### config.mk
export PLATFORM = sky130hd
export DESIGN_NAME = rgb_to_hue_saturation_top
export DESIGN_NICKNAME = d
export VERILOG_FILES = /design/src/rtl/core/rths_pkg.sv /design/src/rtl/core/rths_prep.sv /design/src/rtl/core/rths_div_step.sv /design/src/rtl/core/rths_post.sv /design/src/rtl/core/rgb_to_hue_saturation_top.sv
export SDC_FILE = /design/constraint.sdc
export NUM_CORES = 1
export LEC_CHECK = 0
export BUFFER_PORTS_ARGS = -buffer_cell sky130_fd_sc_hd__buf_2
export CORE_MARGIN = 5
export CORE_UTILIZATION = 50
export DETAILED_ROUTE_END_ITERATION = 6
export PLACE_DENSITY = 0.68
export SLEW_MARGIN = 40
export SYNTH_ARGS = -nofsm -noshare
export SYNTH_HDL_FRONTEND = slang
export SYNTH_HIERARCHICAL = 1
export SYNTH_SLANG_ARGS = --single-unit
### constraint.sdc
create_clock -name clk_i -period 3.9 [get_ports clk_i]
set_input_delay 0.195 -clock clk_i [delete_from_list [all_inputs] [get_ports clk_i]]
set_output_delay 0.195 -clock clk_i [all_outputs]
set_load 0.05 [all_outputs]
### src/rtl/core/rths_pkg.sv
// Shared types and constants for the RGB to hue/saturation pipeline.
// No dependencies; every other file in rtl/core uses it.
`default_nettype none

package rths_pkg;

  localparam int unsigned ChanW  = 8;
  localparam int unsigned HueW   = 9;
  localparam int unsigned SatW   = 7;
  // Both quotients stay below 128, so seven restoring steps cover them.
  localparam int unsigned QuotW  = 7;
  // Widest numerator is 100 * 255 = 25500.
  localparam int unsigned RemW   = 15;

  localparam int unsigned HueSector = 60;
  localparam int unsigned HueFull   = 360;
  localparam int unsigned HueGreen  = 120;
  localparam int unsigned HueBlue   = 240;
  localparam int unsigned PctScale  = 100;

  typedef struct packed {
    logic [ChanW-1:0] red;
    logic [ChanW-1:0] green;
    logic [ChanW-1:0] blue;
    logic [HueW-1:0]  hue_off;
    logic             hue_neg;
    logic [ChanW-1:0] hue_den;
    logic [RemW-1:0]  hue_rem;
    logic [QuotW-1:0] hue_quot;
    logic [ChanW-1:0] sat_den;
    logic [RemW-1:0]  sat_rem;
    logic [QuotW-1:0] sat_quot;
  } rths_pipe_t;

endpackage

`default_nettype wire

### src/rtl/core/rths_prep.sv
// First pipeline stage: max/min search, sector selection and numerators.
// Depends on rths_pkg.
`default_nettype none

module rths_prep (
  input  wire logic                      clk_i,
  input  wire logic                      rst_ni,
  input  wire logic                      valid_i,
  output logic                           ready_o,
  input  wire logic [rths_pkg::ChanW-1:0] red_i,
  input  wire logic [rths_pkg::ChanW-1:0] green_i,
  input  wire logic [rths_pkg::ChanW-1:0] blue_i,
  output logic                           valid_o,
  input  wire logic                      ready_i,
  output rths_pkg::rths_pipe_t           data_o
);

  logic                 valid_q;
  rths_pkg::rths_pipe_t data_q, data_d;

  logic [rths_pkg::ChanW-1:0] mx, mn, delta, pos, negv;
  logic                       neg;
  logic [rths_pkg::HueW-1:0]  off;

  always_comb begin
    // Red wins ties, then green.
    if (red_i >= green_i && red_i >= blue_i) begin
      mx   = red_i;
      pos  = green_i;
      negv = blue_i;
      off  = rths_pkg::HueW'(rths_pkg::HueFull);
    end else if (green_i >= blue_i) begin
      mx   = green_i;
      pos  = blue_i;
      negv = red_i;
      off  = rths_pkg::HueW'(rths_pkg::HueGreen);
    end else begin
      mx   = blue_i;
      pos  = red_i;
      negv = green_i;
      off  = rths_pkg::HueW'(rths_pkg::HueBlue);
    end
    mn = red_i;
    if (green_i < mn) mn = green_i;
    if (blue_i < mn) mn = blue_i;
    delta = mx - mn;
    neg   = (pos < negv);

    data_d          = '0;
    data_d.red      = red_i;
    data_d.green    = green_i;
    data_d.blue     = blue_i;
    data_d.hue_off  = off;
    data_d.hue_neg  = neg;
    data_d.hue_den  = delta;
    // The divider works on the magnitude; the floor is fixed up at the end.
    data_d.hue_rem  = rths_pkg::RemW'(neg ? (negv - pos) : (pos - negv))
                      * rths_pkg::RemW'(rths_pkg::HueSector);
    data_d.sat_den  = mx;
    data_d.sat_rem  = rths_pkg::RemW'(delta) * rths_pkg::RemW'(rths_pkg::PctScale);
  end

  assign ready_o = !valid_q || ready_i;

  always_ff @(posedge clk_i or negedge rst_ni) begin
    if (!rst_ni) begin
      valid_q <= 1'b0;
    end else if (ready_o) begin
      valid_q <= valid_i;
    end
  end

  always_ff @(posedge clk_i) begin
    if (valid_i && ready_o) begin
      data_q <= data_d;
    end
  end

  assign valid_o = valid_q;
  assign data_o  = data_q;

endmodule

`default_nettype wire

### src/rtl/core/rths_div_step.sv
// One restoring division step for both the hue and the saturation quotient.
// Depends on rths_pkg; BitIdx selects which quotient bit this stage settles.
`default_nettype none

module rths_div_step #(
  parameter int unsigned BitIdx = 0
) (
  input  wire logic                 clk_i,
  input  wire logic                 rst_ni,
  input  wire logic                 valid_i,
  output logic                      ready_o,
  input  wire rths_pkg::rths_pipe_t data_i,
  output logic                      valid_o,
  input  wire logic                 ready_i,
  output rths_pkg::rths_pipe_t      data_o
);

  logic                          valid_q;
  rths_pkg::rths_pipe_t          data_q, data_d;
  logic [rths_pkg::RemW-1:0]     hue_dsh, sat_dsh;

  assign hue_dsh = rths_pkg::RemW'(data_i.hue_den) << BitIdx;
  assign sat_dsh = rths_pkg::RemW'(data_i.sat_den) << BitIdx;

  always_comb begin
    data_d = data_i;
    if (data_i.hue_rem >= hue_dsh) begin
      data_d.hue_rem          = data_i.hue_rem - hue_dsh;
      data_d.hue_quot[BitIdx] = 1'b1;
    end
    if (data_i.sat_rem >= sat_dsh) begin
      data_d.sat_rem          = data_i.sat_rem - sat_dsh;
      data_d.sat_quot[BitIdx] = 1'b1;
    end
  end

  assign ready_o = !valid_q || ready_i;

  always_ff @(posedge clk_i or negedge rst_ni) begin
    if (!rst_ni) begin
      valid_q <= 1'b0;
    end else if (ready_o) begin
      valid_q <= valid_i;
    end
  end

  always_ff @(posedge clk_i) begin
    if (valid_i && ready_o) begin
      data_q <= data_d;
    end
  end

  assign valid_o = valid_q;
  assign data_o  = data_q;

endmodule

`default_nettype wire

### src/rtl/core/rths_post.sv
// Last stage: floor correction, offset and wrap of the hue, special cases.
// Depends on rths_pkg. Its register is the block's output register.
`default_nettype none

module rths_post (
  input  wire logic                       clk_i,
  input  wire logic                       rst_ni,
  input  wire logic                       valid_i,
  output logic                            ready_o,
  input  wire rths_pkg::rths_pipe_t       data_i,
  output logic                            valid_o,
  input  wire logic                       ready_i,
  output logic [rths_pkg::HueW-1:0]       hue_o,
  output logic [rths_pkg::SatW-1:0]       sat_o,
  output logic [rths_pkg::ChanW-1:0]      red_o,
  output logic [rths_pkg::ChanW-1:0]      green_o,
  output logic [rths_pkg::ChanW-1:0]      blue_o
);

  localparam int unsigned SumW = rths_pkg::HueW + 1;

  logic                         valid_q;
  logic [rths_pkg::HueW-1:0]    hue_q, hue_d;
  logic [rths_pkg::SatW-1:0]    sat_q, sat_d;
  logic [rths_pkg::ChanW-1:0]   red_q, green_q, blue_q;
  logic [rths_pkg::QuotW-1:0]   q_ceil;
  logic [SumW-1:0]              sum;

  always_comb begin
    // A negative difference must round toward minus infinity.
    q_ceil = data_i.hue_quot + rths_pkg::QuotW'(data_i.hue_rem != '0);
    if (data_i.hue_neg) begin
      sum = SumW'(data_i.hue_off) - SumW'(q_ceil);
    end else begin
      sum = SumW'(data_i.hue_off) + SumW'(data_i.hue_quot);
    end
    if (sum >= SumW'(rths_pkg::HueFull)) begin
      sum = sum - SumW'(rths_pkg::HueFull);
    end
    hue_d = (data_i.hue_den == '0) ? '0 : sum[rths_pkg::HueW-1:0];
    sat_d = (data_i.sat_den == '0) ? '0 : data_i.sat_quot[rths_pkg::SatW-1:0];
  end

  assign ready_o = !valid_q || ready_i;

  always_ff @(posedge clk_i or negedge rst_ni) begin
    if (!rst_ni) begin
      valid_q <= 1'b0;
    end else if (ready_o) begin
      valid_q <= valid_i;
    end
  end

  always_ff @(posedge clk_i) begin
    if (valid_i && ready_o) begin
      hue_q   <= hue_d;
      sat_q   <= sat_d;
      red_q   <= data_i.red;
      green_q <= data_i.green;
      blue_q  <= data_i.blue;
    end
  end

  assign valid_o = valid_q;
  assign hue_o   = hue_q;
  assign sat_o   = sat_q;
  assign red_o   = red_q;
  assign green_o = green_q;
  assign blue_o  = blue_q;

endmodule

`default_nettype wire

### src/rtl/core/rgb_to_hue_saturation_top.sv
// RGB pixel to hue (whole degrees) and saturation (percent) converter.
// Pipeline: 1 prep stage, 7 divider stages that each settle one quotient bit
// of both dividers, and 1 output stage, each ending in its own register.
// Throughput: one pixel per cycle while the output is not stalled; each stage holds its transaction on a stall.
// Reset: asynchronous, active low; clears all stage valid bits.
`default_nettype none

module rgb_to_hue_saturation_top (
  input  wire logic                        clk_i,
  input  wire logic                        rst_ni,
  input  wire logic                        in_valid_i,
  output logic                             in_ready_o,
  input  wire logic [rths_pkg::ChanW-1:0]  red_i,
  input  wire logic [rths_pkg::ChanW-1:0]  green_i,
  input  wire logic [rths_pkg::ChanW-1:0]  blue_i,
  output logic                             out_valid_o,
  input  wire logic                        out_ready_i,
  output logic [rths_pkg::HueW-1:0]        hue_degrees_o,
  output logic [rths_pkg::SatW-1:0]        saturation_pct_o,
  output logic [rths_pkg::ChanW-1:0]       red_echo_o,
  output logic [rths_pkg::ChanW-1:0]       green_echo_o,
  output logic [rths_pkg::ChanW-1:0]       blue_echo_o
);

  localparam int unsigned Steps = rths_pkg::QuotW;

  logic                 st_valid [Steps+1];
  logic                 st_ready [Steps+1];
  rths_pkg::rths_pipe_t st_data  [Steps+1];

  rths_prep u_prep (
    .clk_i   (clk_i),
    .rst_ni  (rst_ni),
    .valid_i (in_valid_i),
    .ready_o (in_ready_o),
    .red_i   (red_i),
    .green_i (green_i),
    .blue_i  (blue_i),
    .valid_o (st_valid[0]),
    .ready_i (st_ready[0]),
    .data_o  (st_data[0])
  );

  // Most significant quotient bit first.
  for (genvar k = 0; k < Steps; k++) begin : g_div
    rths_div_step #(
      .BitIdx (Steps - 1 - k)
    ) u_step (
      .clk_i   (clk_i),
      .rst_ni  (rst_ni),
      .valid_i (st_valid[k]),
      .ready_o (st_ready[k]),
      .data_i  (st_data[k]),
      .valid_o (st_valid[k+1]),
      .ready_i (st_ready[k+1]),
      .data_o  (st_data[k+1])
    );
  end

  rths_post u_post (
    .clk_i   (clk_i),
    .rst_ni  (rst_ni),
    .valid_i (st_valid[Steps]),
    .ready_o (st_ready[Steps]),
    .data_i  (st_data[Steps]),
    .valid_o (out_valid_o),
    .ready_i (out_ready_i),
    .hue_o   (hue_degrees_o),
    .sat_o   (saturation_pct_o),
    .red_o   (red_echo_o),
    .green_o (green_echo_o),
    .blue_o  (blue_echo_o)
  );

endmodule

`default_nettype wire
==> impl_metrics.csv, run 1 <==
group,metric,value,unit
run_status,status,"finished with violations",
run_status,violations,"setup timing",
final_layout,antenna_cells,0,
timing,setup_violations,26,
timing,min_period_over_period,153,%
critical_path,critPathRequiredTime,4.27,ns
global_routing,grt_pass1_vias,22232,
critical_path,cpMaxStageDelayCell,"fa_1",
final_layout,area_delta_synth_final,19.5,%
route,first_pass_iters,5,
floorplanning,die_w,279,um
cts,numCtsBuffers,77,
place,post-dp-hpwl,50800,um
place,placed_area,39400,um^2
global_routing,antenna_found_initial,0,
critical_path,crit_type,"in -> reg",
timing,slew_headroom,47.0,%
timing,period_needed,5.97,ns
cts,cts_sinks,760,
cts,cts_max_level,3,
timing,rsz0062_at_grt,"true",
global_routing,grt_pass1_wl,113000,um
logic_synthesis,synth_area,36200,um^2
timing,clock.fmax,168,MHz
logic_synthesis,netlist_instances,2579,
critical_path,slowest_delay,0.50,ns
floorplanning,initial_core_util,50.6,%
floorplanning,rows,98,
cts,cts_tree,"built",
global_routing,grtUsageTotal,17.7,%
floorplanning,pin_count,70,
timing,finalWorstSetupSlack,-2.07,ns
critical_path,worst_setup_path_end_kind,"register",
timing,slew_viol_final,0,
critical_path,worstPathMaxFanout,8,
floorplanning,dieArea,77900,um^2
logic_synthesis,yosysWarningCount,6,
place,gp_congestion,0.947,
route,vias,21209,
final_layout,drive_gt1_share,22.6,%
route,vias_per_cell,5.37,
global_routing,gr-total-overflow,0,
floorplanning,coreArea,71600,um^2
route,post-route-drc-count,0,
global_routing,grt_max_degree,69,
logic_synthesis,syn_avg_cell_area,14.0,um^2
cts,cts_buffer_depth,3,
critical_path,cp_data_arrival_time,6.33,ns
critical_path,path_common_cell,"ha_4",
timing,hold_violations,0,
route,wl_per_cell,17.5,um
final_layout,final_common_cell,"edfxtp_1",
route,drt_iter0_drc,1261,
run,max_cap_violations,0,
final_layout,final_area,43300,um^2
worst_hold_path,hold_path_class,"in -> reg",
timing,skew,0.0269,ns
route,wirelength,69200,um
timing,worstMarginPinSlew,0.786,ns
cts,clk_pin_slew,0.06,ns
cts,root_buffer,"clkbuf_16",
place,port_buffers,69,
final_layout,layout_common_cells,"edfxtp_1 (751), inv_1 (205), buf_4 (200)",
critical_path,startpoint_type,"primary input",
critical_path,cp_top_family,"compound AO/OA/AOI/OAI gates",
floorplanning,die_y,279,um
critical_path,worst-path-buf-inv,5,
cts,clk_latency,0.63,ns
final_layout,fin_nets,3226,
route,ant_nets,0,
## cell type report
type / count / area, um^2
Fill cell: 5348 / 28300
Clock buffer: 96 / 2020
Clock inverter: 42 / 556
Tap cell: 950 / 1190
Timing Repair Buffer: 329 / 2610
Sequential cell: 760 / 22800
Inverter: 221 / 842
Multi-Input combinational cell: 1553 / 13300
## flip-flops by register name, indices dropped and copies added (netlist names)
| name | cells |
|---|---|
| u_post/hue_o | 9 |
| u_post/valid_o | 1 |
| g_div.u_step/valid_o | 7 |
| u_post/green_o | 8 |
| u_post/red_o | 8 |
| u_post/sat_o | 7 |
| u_prep/data_o | 68 |
| u_post/blue_o | 8 |
| g_div.u_step/data_o | 643 |
| u_prep/valid_o | 1 |
## metal layers
layer  part of all wire [%]  global-route usage (%)
met1                     40                    20.7
met3                    3.6                    2.61
met4                    3.3                    6.62
met5                      0                       0
met2                     53                    33.0
## worst min-delay path, cell delays in order
cell and delay [ns]:
buf_2 0.10, buf_4 0.11, buf_4 0.16
## path summary, 6_finish.rpt
kind,from,to,slack [ns],cells after the start
hold / removal,green_i[7],u_prep/data_o[85],0.06,3
max in group asynchronous,rst_ni,g_div[6].u_step/valid_o,3.01,3
setup reg to reg,g_div[6].u_step/data_o[46],u_post/hue_o[6],0.17,16
min in group asynchronous,rst_ni,g_div[0].u_step/valid_o,0.58,3
setup / recovery,green_i[2],u_prep/data_o[21],-2.07,32
hold reg to reg,g_div[4].u_step/data_o[79],g_div[5].u_step/data_o[79],0.41,0
## per-stage QoR
stage	worst slack, ns	instances	utilization [%]	TNS [ns]	hold slack, ns
finish	-2.07	3951	60.4	-30.93	0.0648
global route	-2.26	3951	60.4	-35.33	0.0432
CTS	-2.04	3940	59.9	-29.52	0.0197
detailed placement	-2.87	3757	55.0	-52.43	0.0655
global placement	-2.73	3756	55.0	-49.63	0.0541
floorplan	-2.50	2600	-	-36.92	-0.101
## what timing repair did
action / 4_1_cts / 5_1_grt
setup endpoints to repair: 31 / 33
endpoints found under the hold margin: 34 / 0
hold buffers: 27 / 0
resized for setup: 93 / 72
setup buffers: 20 / 13
pin swaps: 62 / 58
gates cloned: 0 / 0
Power of run 1 is left out: the tool's default activity adds up to more than one toggle a clock period on the data nets, which glitch-free logic cannot reach.
==> run 2, diff against run 1 <==
CORE_UTILIZATION = 45   (was 50)
PLACE_DENSITY = not set   (was 0.68)
PLACE_DENSITY_LB_ADDON = 0.12   (was not set)
clock period = 7.7 ns   (was 3.9 ns; I/O delays follow)
==> run 2 against run 1 <==
The flow now finishes without violations. First-iteration DRC count down 17%. Routed wire length is 2.7% lower. Design area fell by 6.4%. Sequential share of layout area is 3.6 points higher. Via count fell by 6.2%. Core utilization is 9.9 points lower. Cell count decreased by 2.6%. Die area up 11%. Highest routed layer unchanged. Setup slack improved by 2.6 ns. Register-to-register slack gained 3.3 ns. Worst hold slack lost 0.0038 ns.
==> impl_metrics.csv, run 2 (same netlist as run 1, synthesis figures left out) <==
group,metric,value,unit
cts,root_buffer,"clkbuf_16",
final_layout,largest_register_ff_count,643,
place,post-dp-hpwl,49800,um
final_layout,antenna_cells,0,
global_routing,grt_use_met1,19.5,%
run_status,status,"finished clean",
route,vias,19897,
global_routing,antenna_found_initial,0,
cts,cts_sinks,760,
timing,min_period_over_period,92.9,%
timing,slew_headroom,46.0,%
global_routing,grt_pass1_wl,110000,um
timing,slew_viol_final,0,
run,max_cap_violations,0,
timing,hold_violations,0,
timing,skew,0.0350,ns
power,power,20200,uW
global_routing,gr-total-overflow,0,
critical_path,startpoint_type,"primary input",
place,placed_area,37900,um^2
global_routing,grtUsageTotal,15.7,%
timing,rsz0062_at_grt,"false",
critical_path,cp_top_family,"compound AO/OA/AOI/OAI gates",
final_layout,fin_util,50.5,%
cts,cts_tree,"built",
cts,numCtsBuffers,80,
cts,cts_buffer_depth,3,
cts,clk_pin_slew,0.06,ns
floorplanning,rows,104,
timing,worstMarginPinSlew,0.810,ns
critical_path,cpMaxStageDelayCell,"fa_1",
worst_hold_path,hold_path_class,"in -> reg",
cts,cts_max_level,3,
global_routing,met2_usage,28.4,%
power,powerDensity,498,nW/um^2
route,vias_per_cell,5.17,
final_layout,final_area,40500,um^2
floorplanning,initial_core_util,45.2,%
floorplanning,die_w,294,um
critical_path,worstPathMaxFanout,23,
critical_path,worst-path-buf-inv,7,
critical_path,worst_setup_path_end_kind,"register",
route,wl_per_cell,17.5,um
timing,clock.fmax,140,MHz
final_layout,drive_gt1_share,12.1,%
place,pre_cts_ws,0.0993,ns
route,drt_iter0_drc,1050,
place,gp_congestion,0.860,
timing,finalWorstSetupSlack,0.547,ns
floorplanning,coreArea,80200,um^2
cts,clk_latency,0.63,ns
power,peakVddDrop,556,uV
final_layout,layout_common_cells,"edfxtp_1 (751), inv_1 (221), ha_1 (221)",
global_routing,grt_pass1_vias,20861,
timing,period_needed,7.15,ns
final_layout,area_delta_synth_final,11.8,%
power,p_leak,0.0156,uW
route,first_pass_iters,5,
critical_path,slowest_delay,0.55,ns
floorplanning,dieArea,86300,um^2
route,ant_nets,0,
final_layout,fin_nets,3011,
critical_path,critPathRequiredTime,8.03,ns
floorplanning,die_y,294,um
route,post-route-drc-count,0,
timing,tns,0,ns
global_routing,grt_busiest_layer,"met2",
global_routing,grt_max_degree,69,
critical_path,cp_data_arrival_time,7.48,ns
floorplanning,pin_count,70,
critical_path,crit_type,"in -> reg",
place,port_buffers,69,
route,wirelength,67300,um
global_routing,grtUsageMet3,2.24,%
final_layout,final_common_cell,"edfxtp_1",
timing,setup_violations,0,
## run 2: cell count changes in the layout (fill, tap and decap cells not counted), moves of 13 or more
| cell | previous run | this run |
|---|---|---|
| a21oi_1 | 106 | 130 |
| a21oi_2 | 25 | 4 |
| buf_4 | 200 | 34 |
| buf_6 | 23 | 4 |
| dlygate4sd3_1 | 27 | 3 |
| ha_1 | 185 | 221 |
| ha_4 | 29 | 0 |
| inv_1 | 205 | 221 |
| inv_2 | 13 | 0 |
| o21ai_0 | 84 | 98 |
## run 2: final timing paths
check	start	to	slack [ns]	cells after the start
max reg2reg	g_div[6].u_step/data_o[43]	u_post/hue_o[7]	3.45	15
min in group asynchronous	rst_ni	g_div[2].u_step/valid_o	0.15	2
max	green_i[0]	u_prep/data_o[50]	0.55	33
min	red_i[2]	u_prep/data_o[88]	0.06	1
max in group asynchronous	rst_ni	g_div[0].u_step/valid_o	7.36	2
min reg2reg	g_div[2].u_step/data_o[34]	g_div[3].u_step/data_o[34]	0.40	0
## run 2: cell type report
class | instances | area (um^2)
Fill cell | 6807 | 39700
Sequential cell | 760 | 22800
Multi-Input combinational cell | 1553 | 12300
Clock buffer | 101 | 2100
Tap cell | 1060 | 1330
Inverter | 221 | 830
Timing Repair Buffer | 111 | 696
Clock inverter | 43 | 453
## run 2: power breakdown
| part | total, uW | internal [uW] | switching, uW |
|---|---|---|---|
| registers | 7300 | 6680 | 626 |
| clock network | 3670 | 2100 | 1570 |
| logic | 9210 | 4060 | 5160 |
## run 2: repair_timing
action | in CTS | in global routing
resized for setup | 0 | 2
hold buffers | 3 | 0
setup endpoints to repair | 0 | 3
buffers inserted | 0 | 4
hold endpoints to repair | 11 | 0
## run 2: through the flow
step	std cells	hold WS [ns]
finish	3849	0.0611
detailed placement	3698	0.257
floorplan	2600	0.0894
global placement	3696	0.246
global route	3849	0.0391
CTS	3845	0.00914
## run 2: metal layers
layer	wire length, um	vias to the layer above
met3	1900	109
met5	0	-
met2	34700	298
met1	28900	9626
met4	1750	0
li1	-	9864
No activity file was read; power rests on OpenSTA's default activity.
==> run 3, diff against run 2 <==
BUFFER_PORTS_ARGS = -buffer_cell sky130_fd_sc_hd__buf_4   (was -buffer_cell sky130_fd_sc_hd__buf_2)
RECOVER_POWER = 25   (was not set)
==> run 3 against run 2 <==
Core utilization increased by 0.45 points. Combinational power increased by 0.9%. Register-to-register slack about the same. Sequential power about the same. Critical path depth decreased by 1. Via count increased by 0.41%. Setup slack got worse by 0.14 ns. Worst hold slack got worse by 0.017 ns. Clock skew increased by 0.0019 ns. Count of clock-buffer cells in the layout decreased by 2. Non-clock buffer count increased by 8. Die area unchanged. Critical path type unchanged. Highest routed layer unchanged.
==> impl_metrics.csv, run 3 (same netlist as run 1, synthesis figures left out) <==
group,metric,value,unit
timing,slew_viol_final,0,
critical_path,critPathRequiredTime,8.06,ns
timing,rsz0062_at_grt,"false",
cts,cts_tree,"built",
cts,cts_sinks,760,
place,port_buffers,69,
critical_path,startpoint_type,"primary input",
critical_path,worst_setup_path_end_kind,"register",
critical_path,crit_type,"in -> reg",
cts,cts_max_level,3,
final_layout,fin_nets,3019,
floorplanning,pin_count,70,
cts,clk_pin_slew,0.06,ns
timing,worstMarginPinSlew,0.783,ns
timing,clock.fmax,137,MHz
floorplanning,coreArea,80200,um^2
critical_path,cp_top_family,"compound AO/OA/AOI/OAI gates",
timing,slew_headroom,47.8,%
critical_path,path_common_cell,"ha_1",
global_routing,grt_pass1_vias,20956,
final_layout,area_delta_synth_final,12.8,%
place,placed_area,38000,um^2
global_routing,antenna_found_initial,0,
final_layout,layout_common_cells,"edfxtp_1 (751), ha_1 (221), inv_1 (220)",
floorplanning,rows,104,
final_layout,final_area,40900,um^2
critical_path,slowest_delay,0.53,ns
place,gp_congestion,0.869,
critical_path,worstPathMaxFanout,7,
route,wirelength,66900,um
cts,numCtsBuffers,80,
cts,clk_latency,0.63,ns
cts,cts_buffer_depth,3,
route,ant_nets,0,
final_layout,antenna_cells,0,
power,powerDensity,499,nW/um^2
timing,min_period_over_period,94.7,%
timing,period_needed,7.29,ns
route,drt_iter0_drc,1006,
floorplanning,initial_core_util,45.2,%
route,vias_per_cell,5.18,
timing,tns,0,ns
final_layout,largest_register_ff_count,643,
route,first_pass_iters,5,
critical_path,worst-path-buf-inv,5,
route,wl_per_cell,17.4,um
power,p_leak,0.0158,uW
timing,whs,0.0438,ns
final_layout,drive_gt1_share,11.8,%
route,vias,19978,
critical_path,cp_data_arrival_time,7.65,ns
global_routing,grt_max_degree,71,
global_routing,gr-total-overflow,0,
route,post-route-drc-count,0,
power,peakVddDrop,493,uV
final_layout,final_common_cell,"edfxtp_1",
timing,skew,0.0369,ns
global_routing,grtUsageTotal,15.5,%
final_layout,fin_util,51.0,%
floorplanning,die_w,294,um
run,max_cap_violations,0,
global_routing,grt_pass1_wl,109000,um
timing,setup_violations,0,
run_status,status,"finished clean",
place,post-dp-hpwl,49000,um
floorplanning,die_y,294,um
critical_path,cpMaxStageDelayCell,"dlygate4sd3_1",
cts,root_buffer,"clkbuf_16",
worst_hold_path,hold_path_class,"in -> reg",
timing,hold_violations,0,
floorplanning,dieArea,86300,um^2
==> run 3: cell types whose count changed in the layout (fill, tap and decap cells not counted), moves of 2 or more <==
| cell | before | now |
|---|---|---|
| mux2i_1 | 48 | 46 |
| buf_2 | 69 | 0 |
| mux2i_2 | 0 | 2 |
| dlygate4sd3_1 | 3 | 17 |
| buf_6 | 4 | 6 |
| buf_4 | 34 | 85 |
| clkinv_2 | 9 | 11 |
| clkbuf_1 | 20 | 27 |
| clkinv_1 | 18 | 11 |
| bufinv_16 | 4 | 8 |
==> run 3: final cells by class <==
class                   count  area [um^2]
fillers                  6773        39300
flip-flops and latches    760        22800
multi-input cells        1553        12300
clock buffers              99         2090
well taps                1060         1330
repair buffers            119          950
inverters                 221          830
clock inverters            42          557
==> run 3: power by group <==
group | leakage (uW) | switching [uW] | internal (uW) | total [uW]
registers | 0.00734 | 623 | 6680 | 7300
clock network | 0.00128 | 1580 | 2230 | 3810
logic | 0.00715 | 5170 | 4110 | 9290
==> run 3: path summary, 6_finish.rpt <==
kind,slack [ns],startpoint,end,cells after the start
worst max register to register,3.45,g_div[6].u_step/data_o[43],u_post/hue_o[7],15
worst min-delay path,0.04,green_i[1],u_prep/data_o[79],1
worst min register to register,0.40,g_div[2].u_step/data_o[34],g_div[3].u_step/data_o[34],0
worst max-delay path,0.41,red_i[2],u_prep/data_o[21],32
max in group asynchronous,7.10,rst_ni,u_post/valid_o,2
min in group asynchronous,0.24,rst_ni,g_div[2].u_step/valid_o,2
==> run 3: repair_timing <==
action,4_1_cts,5_1_grt
hold endpoints to repair,25,0
setup buffers,0,7
hold buffers,17,0
gates resized for setup,0,6
endpoints found under the setup margin,0,5
==> run 3: per-layer routing <==
layer	track usage [%]	up-vias	part of all wire, %
met4	5.65	0	3.2
met1	18.9	9625	43
met3	2.43	142	3.1
met5	0	-	0
met2	28.0	330	51
li1	-	9881	-
==> run 3: stage by stage <==
step           setup slack, ns  instances  power, uW
2_1_floorplan            0.687       2600      14500
3_3_place_gp             0.255       3686      16400
3_5_place_dp             0.142       3686      16700
4_1_cts                  0.235       3844      20600
5_1_grt                 0.0235       3854      22100
6_report                 0.406       3854      20400
